`src/rtl/tte_pkg.sv`:
```
package tte_pkg;

	// request action codes
	localparam logic [1:0] ACT_ADD    = 2'd0;
	localparam logic [1:0] ACT_CANCEL = 2'd1;
	localparam logic [1:0] ACT_WALK   = 2'd2;

	// result kind codes
	localparam logic [1:0] KIND_ADDED   = 2'd0;
	localparam logic [1:0] KIND_FULL    = 2'd1;
	localparam logic [1:0] KIND_EXPIRED = 2'd2;
	localparam logic [1:0] KIND_SUMMARY = 2'd3;

	// handles are four bits wide, so only the first sixteen slots can be named
	localparam int HANDLE_W    = 4;
	localparam int NUM_HANDLES = 16;

	// token handed from cell to cell during an add or a walk
	typedef struct packed {
		logic                active;
		logic                is_add;
		logic [63:0]         now;        // deadline for an add, current time for a walk
		logic [31:0]         payload;
		logic                notify;
		logic                found;
		logic [63:0]         best;
		logic [HANDLE_W-1:0] best_slot;
	} tok_t;

	// result offered by one cell
	typedef struct packed {
		logic                valid;
		logic [1:0]          kind;
		logic [HANDLE_W-1:0] slot;
		logic [31:0]         tag;
		logic                last;
	} emit_t;

	// shared control from the top level to every cell
	typedef struct packed {
		logic                go;
		logic                cancel;
		logic [HANDLE_W-1:0] handle;
	} ctl_t;

	// one result item
	typedef struct packed {
		logic [1:0]          kind;
		logic [HANDLE_W-1:0] slot;
		logic [31:0]         tag;
		logic [63:0]         earliest;
		logic                earliest_valid;
		logic [HANDLE_W-1:0] earliest_slot;
		logic                last;
	} res_t;

endpackage

```
`src/rtl/tte_cell.sv`:
```
module tte_cell #(
	parameter int IDX = 0
) (
	input  logic          clk,
	input  logic          arst_n,
	input  tte_pkg::ctl_t ctl,
	input  tte_pkg::tok_t tok_in,
	output tte_pkg::tok_t tok_out,
	output tte_pkg::emit_t emit
);
	import tte_pkg::*;

	localparam logic HANDLE_OK = (IDX < NUM_HANDLES);

	logic        valid_q;
	logic        canceled_q;
	logic [63:0] deadline_q;
	logic [31:0] tag_q;
	logic        notify_q;
	tok_t        tok_q;

	tok_t  tok_nxt;
	emit_t emit_c;
	logic  claim;
	logic  free;
	logic  hit;

	assign hit = HANDLE_OK && (ctl.handle == HANDLE_W'(IDX));

	// evaluate the token that sits at this cell
	always_comb begin
		tok_nxt = tok_in;
		emit_c  = '0;
		claim   = 1'b0;
		free    = 1'b0;
		if (tok_in.active) begin
			if (tok_in.is_add) begin
				if (!valid_q) begin
					claim          = 1'b1;
					tok_nxt.active = 1'b0;
					emit_c.valid   = 1'b1;
					emit_c.kind    = KIND_ADDED;
					emit_c.slot    = HANDLE_W'(IDX);
					emit_c.last    = 1'b1;
				end
			end else if (valid_q) begin
				if ((tok_in.now >= deadline_q) || canceled_q) begin
					free = 1'b1;
					if (notify_q && !canceled_q) begin
						emit_c.valid = 1'b1;
						emit_c.kind  = KIND_EXPIRED;
						emit_c.slot  = HANDLE_W'(IDX);
						emit_c.tag   = tag_q;
					end
				end else if (!tok_in.found || (deadline_q < tok_in.best)) begin
					tok_nxt.found     = 1'b1;
					tok_nxt.best      = deadline_q;
					tok_nxt.best_slot = HANDLE_W'(IDX);
				end
			end
		end
	end

	assign emit    = emit_c;
	assign tok_out = tok_q;

	// slot status
	always_ff @(posedge clk or negedge arst_n) begin
		if (!arst_n) begin
			valid_q    <= 1'b0;
			canceled_q <= 1'b0;
		end else if (ctl.go && claim) begin
			valid_q    <= 1'b1;
			canceled_q <= 1'b0;
		end else if (ctl.go && free) begin
			valid_q    <= 1'b0;
			canceled_q <= 1'b0;
		end else if (ctl.cancel && hit && valid_q) begin
			canceled_q <= 1'b1;
		end
	end

	// slot data
	always_ff @(posedge clk) begin
		if (ctl.go && claim) begin
			deadline_q <= tok_in.now;
			tag_q      <= tok_in.payload;
			notify_q   <= tok_in.notify;
		end
	end

	// token handed to the next cell
	always_ff @(posedge clk or negedge arst_n) begin
		if (!arst_n) begin
			tok_q <= '0;
		end else if (ctl.go) begin
			tok_q <= tok_nxt;
		end
	end

endmodule

```
`config.mk`:
```
export PLATFORM = sky130hd
export DESIGN_NAME = tte_cell
export DESIGN_NICKNAME = d
export VERILOG_FILES = /design/src/rtl/tte_pkg.sv /design/src/rtl/tte_cell.sv
export SDC_FILE = /design/constraint.sdc
export NUM_CORES = 1
export LEC_CHECK = 0
export BUFFER_PORTS_ARGS = -buffer_cell sky130_fd_sc_hd__buf_2
export CORE_MARGIN = 1
export CORE_UTILIZATION = 35
export CTS_CLUSTER_SIZE = 12
export DETAILED_ROUTE_END_ITERATION = 6
export GPL_TIMING_DRIVEN = 0
export PLACE_DENSITY = 0.6
export SLEW_MARGIN = 5
export SYNTH_ARGS = -nofsm -noshare
export SYNTH_HDL_FRONTEND = slang
export SYNTH_SLANG_ARGS = --single-unit
```
`constraint.sdc`:
```
create_clock -name clk -period 9 [get_ports clk]
set_input_delay 0.9 -clock clk [delete_from_list [all_inputs] [get_ports clk]]
set_output_delay 0.9 -clock clk [all_outputs]
set_load 0.005 [all_outputs]
```
==> run_results.csv, run 1 <==
group,metric,value,unit
floorplan,core,37900,um^2
cts,cts_root_buf,"clkbuf_16",
critical_path,ff2ff_path_depth,13,
floorplan,fp.dieW,199,um
critical_path,cp-start-kind,"primary input",
sta,min_period,5.61,ns
cts,post_cts_resized,0,
critical_path,cp_max_fo,10,
cts,clk_pin_slew_worst_paths,0.06,ns
critical_path,worstSetupPathType,"primary input to primary output",
yosys,netlist_instances,1204,
cts,cts_buffers,31,
yosys,synth.area.top_cells,"dfrtp_1 (31%), edfxtp_1 (21%), ha_1 (12%)",
sta,timing.final.crit_share,62.3,%
sta,fmax,178,MHz
sta,drv_slew,0,
floorplan,die_area,39500,um^2
power,leakage,8.07,nW
power,peakVddDrop,0.149,mV
global_route,grt_max_degree,89,
worst_hold_path,worstHoldPathType,"primary input to async pin",
global_route,overflow,0,
global_route,grt_pass1_vias,10900,
drt,via_per_inst,4.99,
sta,final.setup.tns,0,ns
cts,cts_hold_buf,0,
yosys,netlist.area_leader.share,31.4,%
sta,slew_headroom,27.6,%
critical_path,crit_path_top_delay_cell,"nor4_1",
cts,cts_max_level,1,
layout,multiInputGateArea,5630,um^2
critical_path,crit_chain,"buf_2 -> ha_1 -> nand4_1 -> nor4_1 -> nand3_1 -> a41oi_1 -> a211oi_1 -> o21a_1 -> and4bb_2 -> clkbuf_1 -> and2_1 -> buf_2",
floorplan,chipHeight,199,um
layout,drive_gt1_share,33.8,%
critical_path,worstPathRequired,8.10,ns
layout,fillers,3632,
critical_path,critPathMostFrequentCell,"buf_2",
yosys,synthFlopType,"dfrtp_1",
placed_design,port_buffers,377,
sta,rsz0062_at_grt,"no",
drt,drt_pass1_iterations,6,
layout,register_area,7170,um^2
drt,vias,10800,
cts,clock_latency,0.57,ns
floorplan,start_util,35.7,%
global_route,antenna_found_initial,7,
global_route,grt_pass1_wl,65400,um
yosys,ys_ff_latch,267,
yosys,syn_area,13600,um^2
yosys,synthArstFlopShare,63.7,%
cts,postCtsSetupRepairBufs,0,
cts,cts_sinks,267,
cts,cts_tree,"built",
sta,finalHoldViolCount,0,
sta,worst_pin_slew,1.09,ns
global_route,grt_util_all_layers,22.1,%
run_status,outcome,"finished clean",
drt,drc,0,
power,power.density,182,nW/um^2
yosys,synth_edf_count,97,
critical_path,end_kind,"primary output",
critical_path,max_stage_delay,0.72,ns
sta,finalSetupViolCount,0,
placed_design,hpwlAfterDp,33900,um
drt,antenna_left,0,
layout,nNetsFinal,1923,
placed_design,place.gp.congestion,0.871,
yosys,synth_largest_area_cell,"dfrtp_1",
sta,finClkSkew,0.00906,ns
drt,avgRoutedWirePerCell,20.4,um
yosys,yosysWarnings,0,
yosys,postSynthAreaPerCell,11.3,um^2
yosys,yosysUniqueCellTypes,51,
yosys,synth-seq-area-share,52.9,%
placed_design,place_area,16200,um^2
floorplan,rows,71,
layout,area_delta_synth_final,26.7,%
drt,wl,44000,um
layout,final_cell_area,17200,um^2
floorplan,io_pins,384,
drt,drtIter0Drc,397,
critical_path,critical_path_arrival,4.71,ns
run,drv_cap,0,
cts,cts_buffer_depth,3,
==> metrics by stage <==
step           cells  hold WS [ns]  worst slack, ns  utilization (%)  total power, mW
6_report        2157         0.322             3.39             45.3             3.13
5_1_grt         2155         0.358             3.09             45.3             3.27
4_1_cts         2155         0.347             3.36             45.3             3.17
3_5_place_dp    2098         0.490             3.37             42.6             1.91
3_3_place_gp    2096         0.484             1.39             42.4             1.90
2_1_floorplan   1208         0.501             4.52                -             1.65
==> Yosys cell counts, drive strengths merged (2+ instances only) <==
cell type  instances
edfxtp            97
o21ai             88
o211ai             3
and2              33
a21oi             95
a31o               4
and4               3
a221o              2
nor4               3
clkbuf            42
o21a               2
or4                2
inv              134
nor3               5
o31a              42
or3               22
buf               20
a211oi             3
nand2             35
a221oi             3
ha               127
a31oi             26
a21o              12
nand3             12
nand2b             6
nor2              75
mux2              98
nor2b              5
dfrtp            170
nand4             21
==> critical path, delay by kind of cell <==
kind	cells	cell delay, ns
AND/OR/NAND/NOR	5	1.89
AO/OA/AOI/OAI	3	0.93
buffers and inverters	3	0.65
adder cells (fa/ha/maj)	1	0.31
==> flip-flops by register name, summed over array words and instances (netlist names) <==
register,flops
tok_out,168
deadline_q,64
tag_q,32
canceled_q,1
notify_q,1
valid_q,1
==> report_power, final <==
group / internal [mW] / switching, mW / leakage (nW) / total, mW
combinational: 0.210 / 0.267 / 4.73 / 0.477
sequential: 1.36 / 0.0477 / 2.84 / 1.41
clock: 0.728 / 0.518 / 0.507 / 1.25
total: 2.30 / 0.833 / 8.07 / 3.13
==> final cells by class <==
type	instances	share of cell area, %
tap	511	3.72
timing repair buffer	379	11.4
clock inverter	17	0.801
antenna	2	0.0291
inverter	134	2.93
multi-input combinational	745	32.8
sequential	267	41.7
buffer	62	1.65
clock buffer	40	5.01
==> logic make-up after synthesis <==
group / share of synthesized area [%]
AO/OA/AOI/OAI: 13.0
multiplexers: 8.14
adder cells (fa/ha/maj): 11.7
flip-flops: 52.9
buffers and inverters: 5.79
other: 0.0277
AND/OR/NAND/NOR: 8.50
==> metal layers <==
layer	vias up	track usage, %	share of wire, %
met5	-	0	0.12
met4	8	5.67	2.0
met3	65	6.19	8.4
met2	379	38.4	49
met1	5180	26.8	41
li1	5126	-	-
==> worst paths after layout <==
check                                from      endpoint  slack, ns
max                           tok_in[135]      emit[28]       3.39
min in group clk             tok_out[125]  tok_out[125]       0.50
min reg2reg                  tok_out[125]  tok_out[125]       0.50
max reg2reg                deadline_q[39]   tok_out[47]       4.63
min                                arst_n  tok_out[124]       0.32
max in group asynchronous          arst_n    tok_out[9]       7.78
==> layout by cell type (no fill, tap or decap), drive strengths merged, types with 35 or more instances in the layout <==
master    n
dfrtp   170
edfxtp   97
buf     399
o31a     42
a21oi    95
mux2     98
clkbuf   82
nand2    35
ha      127
nor2     75
inv     135
o21ai    88
Note: power is estimated with default switching activity, not from simulation.
==> run 2: changes to the inputs <==
--- a/config.mk
+++ b/config.mk
@@ -11,7 +11,7 @@
 export CTS_CLUSTER_SIZE = 12
 export DETAILED_ROUTE_END_ITERATION = 6
 export GPL_TIMING_DRIVEN = 0
-export PLACE_DENSITY = 0.6
+export PLACE_DENSITY = 0.63
 export SLEW_MARGIN = 5
 export SYNTH_ARGS = -nofsm -noshare
 export SYNTH_HDL_FRONTEND = slang
==> constraint.sdc (replaced) <==
create_clock -name clk -period 4.8 [get_ports clk]
set_input_delay 0.48 -clock clk [delete_from_list [all_inputs] [get_ports clk]]
set_output_delay 0.48 -clock clk [all_outputs]
set_load 0.005 [all_outputs]
==> run 2 against run 1 <==
Effect of this change:
- non-clock buffer count increased by 1
- register-to-register slack worse by 3.7 ns
- combinational power rose by 89%
- total power increased by 98%
- sequential share of layout area decreased by 0.50 points
- critical path depth did not move
- setup slack worse by 3.1 ns
- global-route usage is 0.57 points higher
- sequential power up 87%
- utilization increased by 0.55 points
- die area is the same
- critical path type is now register to primary output
- highest routed layer unchanged
==> run_results.csv, run 2 (same netlist as run 1, synthesis figures left out) <==
group,metric,value,unit
placed_design,dp_slack,0.0453,ns
global_route,grt_util_all_layers,22.7,%
cts,clk_pin_slew_worst_paths,0.06,ns
layout,utilization,45.8,%
power,swShare,26.3,%
critical_path,crit_chain,"inv_1 -> ha_1 -> nand4_1 -> nor3_1 -> or4b_1 -> a41oi_2 -> a211oi_2 -> o21a_1 -> and4bb_2 -> clkbuf_2 -> and2_1 -> buf_2",
global_route,grt_pass1_vias,11500,
placed_design,place.gp.congestion,0.876,
critical_path,end_kind,"primary output",
floorplan,core,37900,um^2
power,p_sw,1.63,mW
sta,final.setup.worst_slack,0.303,ns
drt,top_layer,"met5",
global_route,antenna_found_initial,9,
layout,multiInputGateArea,5660,um^2
drt,avgRoutedWirePerCell,20.6,um
cts,cts_sinks,267,
floorplan,start_util,35.7,%
layout,register_area,7170,um^2
global_route,overflow,0,
critical_path,cp-start-kind,"register",
floorplan,die_area,39500,um^2
sta,worst_pin_slew,1.00,ns
floorplan,rows,71,
drt,wl_met2,21400,um
critical_path,cp_max_fo,10,
power,pwr-share-seq,42.6,%
power,clkPwrFrac,42.9,%
drt,met3_length,3380,um
critical_path,crit_path_top_delay_cell,"and4bb_2",
floorplan,fp.dieW,199,um
sta,min_period,4.50,ns
sta,rsz0062_at_grt,"no",
power,leakage,8.17,nW
drt,vias,11000,
layout,final_cell_area,17400,um^2
layout,largest_reg_flops,168,
sta,finalHoldWorstSlack,0.122,ns
power,peakVddDrop,0.269,mV
cts,cts_tree,"built",
power,pwr-share-comb,14.5,%
layout,fin_cells,2166,
sta,finalSetupViolCount,0,
cts,cts_buffer_depth,3,
sta,timing.final.crit_share,93.7,%
critical_path,worstPathRequired,4.32,ns
sta,slew_headroom,33.1,%
run_status,outcome,"finished clean",
cts,cts_buffers,34,
layout,final_common_cell,"buf_2",
worst_hold_path,worstHoldPathType,"primary input to register",
critical_path,max_stage_delay,0.53,ns
sta,finalHoldViolCount,0,
layout,area_delta_synth_final,28.2,%
drt,met1_length,18400,um
placed_design,hpwlAfterDp,34300,um
sta,finClkSkew,0.0232,ns
global_route,grt_pass1_wl,66900,um
sta,drv_slew,0,
layout,final_cell_mix,"buf_2 (385), dfrtp_1 (170), inv_1 (134)",
critical_path,worstSetupPathType,"register to primary output",
cts,clock_latency,0.54,ns
drt,antenna_left,0,
sta,fmax,222,MHz
power,power.density,357,nW/um^2
drt,via_per_inst,5.07,
layout,fillers,3613,
drt,drtIter0Drc,543,
global_route,grt_max_degree,88,
critical_path,critical_path_arrival,4.02,ns
drt,drc,0,
cts,cts_root_buf,"clkbuf_16",
run,drv_cap,0,
placed_design,place_inst,2098,
power,p_int,4.57,mW
drt,drt_pass1_iterations,4,
drt,wl,44600,um
layout,drive_gt1_share,34.4,%
floorplan,chipHeight,199,um
cts,cts_max_level,2,
placed_design,place_area,16200,um^2
placed_design,port_buffers,377,
layout,nNetsFinal,1927,
floorplan,io_pins,384,
cts,postCtsSetupRepairBufs,0,
-- run 2: through the flow --
stage	setup TNS [ns]	power, mW
final	0	6.20
after global routing	0	6.46
after CTS	0	6.27
after detailed placement	0	3.59
after global placement	-191.65	3.56
after floorplan	0	3.10
-- run 2: worst max-delay path: cells and delay by family (launching register included) --
family / cells / cell delay [ns]
flops: 1 / 0.35
simple gates: 5 / 1.64
buf+inv: 3 / 0.47
fa+ha+maj: 1 / 0.32
compound gates: 3 / 0.67
-- run 2: power groups by stage --
stage | Clock [mW] | Sequential, mW | Combinational [mW]
after CTS | 2.72 | 2.64 | 0.914
after global routing | 2.79 | 2.66 | 1.01
final | 2.66 | 2.64 | 0.901
after detailed placement | 0 | 2.68 | 0.908
after floorplan | 0 | 2.68 | 0.413
after global placement | 0 | 2.67 | 0.885
-- run 2: what timing repair did --
| item | 4_1_cts | 5_1_grt |
|---|---|---|
| resized for setup | 4 | 7 |
| pin swaps | 0 | 0 |
| endpoints found under the hold margin | 68 | 0 |
| gates cloned | 0 | 0 |
| hold buffers | 1 | 0 |
| setup endpoints to repair | 31 | 29 |
-- run 2: path summary, 6_finish.rpt --
kind / start / endpoint / slack (ns) / cells after the start
max: deadline_q[14] / emit[15] / 0.30 / 12
min: tok_in[94] / tag_q[24] / 0.12 / 1
max reg2reg: deadline_q[58] / tok_out[55] / 0.95 / 10
min reg2reg: tok_out[129] / tok_out[129] / 0.50 / 1
max in group asynchronous: arst_n / tok_out[62] / 3.35 / 3
min in group asynchronous: arst_n / tok_out[82] / 0.50 / 2
-- run 2: layout make-up --
type	instances	area share (%)
sequential	267	41.2
multi-input combinational	745	32.5
timing repair buffer	380	11.3
clock buffer	43	5.26
tap	511	3.68
inverter	134	2.89
buffer	62	1.65
clock inverter	19	1.39
antenna	5	0.0720
-- run 2: per-layer routing --
layer  up-vias  global-route usage (%)
met5         -                       0
met4        12                    8.32
met3        87                    5.95
met2       408                    38.5
met1      5311                    27.6
li1       5157                       -
==> run 3: changes to the inputs <==
--- a/config.mk
+++ b/config.mk
@@ -11,7 +11,7 @@
 export CTS_CLUSTER_SIZE = 12
 export DETAILED_ROUTE_END_ITERATION = 6
 export GPL_TIMING_DRIVEN = 0
-export PLACE_DENSITY = 0.63
+export PLACE_DENSITY = 0.7
 export SLEW_MARGIN = 5
 export SYNTH_ARGS = -nofsm -noshare
 export SYNTH_HDL_FRONTEND = slang
==> run 3 against run 2 <==
Effect of this change:
- non-clock buffer count unchanged
- clock-buffer cell count increased by 1
- global-route usage decreased by 0.18 points
- clock skew decreased by 0.0025 ns
- fmax increased by 0.11%
- critical endpoint is now emit[21]
- largest power group is now sequential cells
==> run_results.csv, run 3 (same netlist as run 1, synthesis figures left out) <==
group,metric,value,unit
cts,clock_latency,0.58,ns
cts,cts_buffer_depth,3,
sta,fmax,223,MHz
sta,drv_slew,0,
sta,final.setup.tns,0,ns
critical_path,max_stage_delay,0.52,ns
critical_path,cp_num_buf_inv,3,
critical_path,crit_start,"deadline_q[13]",
sta,finalSetupViolCount,0,
global_route,grt_pass1_wl,66600,um
drt,drtIter0Drc,548,
floorplan,fp.dieW,199,um
floorplan,core,37900,um^2
worst_hold_path,worstHoldStart,"tok_in[73]",
sta,min_period,4.49,ns
layout,largest_reg_flops,168,
global_route,grt_pass1_vias,11200,
power,total_power,5.94,mW
drt,via_per_inst,5.06,
critical_path,crit_chain,"inv_1 -> ha_1 -> nand4_1 -> nor3_1 -> or4b_1 -> a41oi_2 -> a211oi_2 -> o21a_1 -> and4bb_4 -> clkbuf_2 -> and2_1 -> buf_2",
sta,finClkSkew,0.0207,ns
sta,worst_pin_slew,1.16,ns
layout,fin_cells,2162,
layout,final_cell_area,17200,um^2
placed_design,place_area,16200,um^2
run_status,outcome,"finished clean",
power,leakage,8.10,nW
cts,cts_buffers,31,
placed_design,port_buffers,377,
placed_design,hpwlAfterDp,34000,um
drt,antenna_left,0,
cts,cts_tree,"built",
placed_design,place_inst,2098,
layout,area_delta_synth_final,27.2,%
worst_hold_path,worstHoldPathType,"primary input to register",
drt,drt_pass1_iterations,5,
layout,nNetsFinal,1924,
power,power.density,345,nW/um^2
critical_path,cp-start-kind,"register",
run,drv_cap,0,
drt,avgRoutedWirePerCell,20.7,um
layout,final_cell_mix,"buf_2 (385), dfrtp_1 (170), inv_1 (134)",
critical_path,critical_path_arrival,4.01,ns
cts,postCtsSetupRepairBufs,0,
cts,cts_root_buf,"clkbuf_16",
sta,timing.final.crit_share,93.6,%
drt,vias,10900,
global_route,overflow,0,
critical_path,cp_max_fo,10,
cts,cts_sinks,267,
layout,drive_gt1_share,33.9,%
critical_path,crit_path_top_delay_cell,"or4b_1",
global_route,grt_max_degree,87,
floorplan,chipHeight,199,um
cts,cts_max_level,1,
layout,final_common_cell,"buf_2",
floorplan,die_area,39500,um^2
floorplan,rows,71,
critical_path,worstSetupPathType,"register to primary output",
critical_path,worstPathRequired,4.32,ns
drt,drc,0,
global_route,antenna_found_initial,8,
critical_path,cp_top_family,"simple AND/OR/NAND/NOR gates",
cts,clk_pin_slew_worst_paths,0.06,ns
floorplan,start_util,35.7,%
critical_path,timing.rr.start,"deadline_q[13]",
power,peakVddDrop,0.271,mV
placed_design,place.gp.congestion,0.876,
floorplan,io_pins,384,
sta,finalHoldViolCount,0,
sta,rsz0062_at_grt,"no",
sta,slew_headroom,22.7,%
global_route,grt_util_all_layers,22.5,%
drt,wl,44700,um
critical_path,end_kind,"primary output",
## run 3: cell types whose count changed in the layout (fill, tap and decap cells not counted), sizes merged
cell      before  now
diode          5    6
clkbuf        85   86
clkinvlp       1    0
inv          136  134
bufinv         5    3
clkinv        11   10
## run 3: final cells by class
class	count	area [um^2]
Clock buffer	44	875
Fill cell	3524	20700
Sequential cell	267	7170
Clock inverter	13	141
Tap cell	511	639
Multi-Input combinational cell	745	5660
Antenna cell	6	15.0
Inverter	134	503
Timing Repair Buffer	380	1960
Buffer	62	287
## run 3: path summary, 6_finish.rpt
path / endpoint / slack (ns) / cells past startpoint
worst max-delay path: emit[21] / 0.31 / 12
worst min register to register: tok_out[132] / 0.50 / 1
worst max register to register: tok_out[53] / 0.96 / 13
worst min-delay path: tag_q[3] / 0.09 / 1
min in group asynchronous: tok_out[81] / 0.48 / 2
max in group asynchronous: tok_out[13] / 3.39 / 3
## run 3: layer usage
metal / track usage (%) / wire length (um) / up-vias
li1: - / - / 5150
met1: 27.4 / 17900 / 5248
met2: 38.3 / 21600 / 434
met3: 6.21 / 3800 / 85
met4: 7.52 / 1270 / 12
met5: 0 / 75 / -
## run 3: power breakdown
part | internal [mW] | total (mW) | leakage, nW | switching [mW]
sequential | 2.55 | 2.64 | 2.84 | 0.0937
clock | 1.42 | 2.40 | 0.504 | 0.980
combinational | 0.396 | 0.907 | 4.76 | 0.511
total | 4.36 | 5.94 | 8.10 | 1.58
## run 3: per-stage QoR
| stage | worst slack, ns | hold slack [ns] | util, % |
|---|---|---|---|
| after global routing | 0.0405 | 0.0718 | 45.4 |
| after floorplan | 0.743 | 0.184 | - |
| after CTS | 0.0266 | 0.0669 | 45.4 |
| final | 0.308 | 0.0899 | 45.5 |
| after detailed placement | 0.0807 | 0.489 | 42.6 |
| after global placement | -1.71 | 0.484 | 42.4 |
## run 3: timing repair
item,4_1_cts,5_1_grt
hold buffers,1,0
gates resized for setup,5,7
setup endpoints to repair,31,21
hold endpoints to repair,85,0
gates cloned,0,0
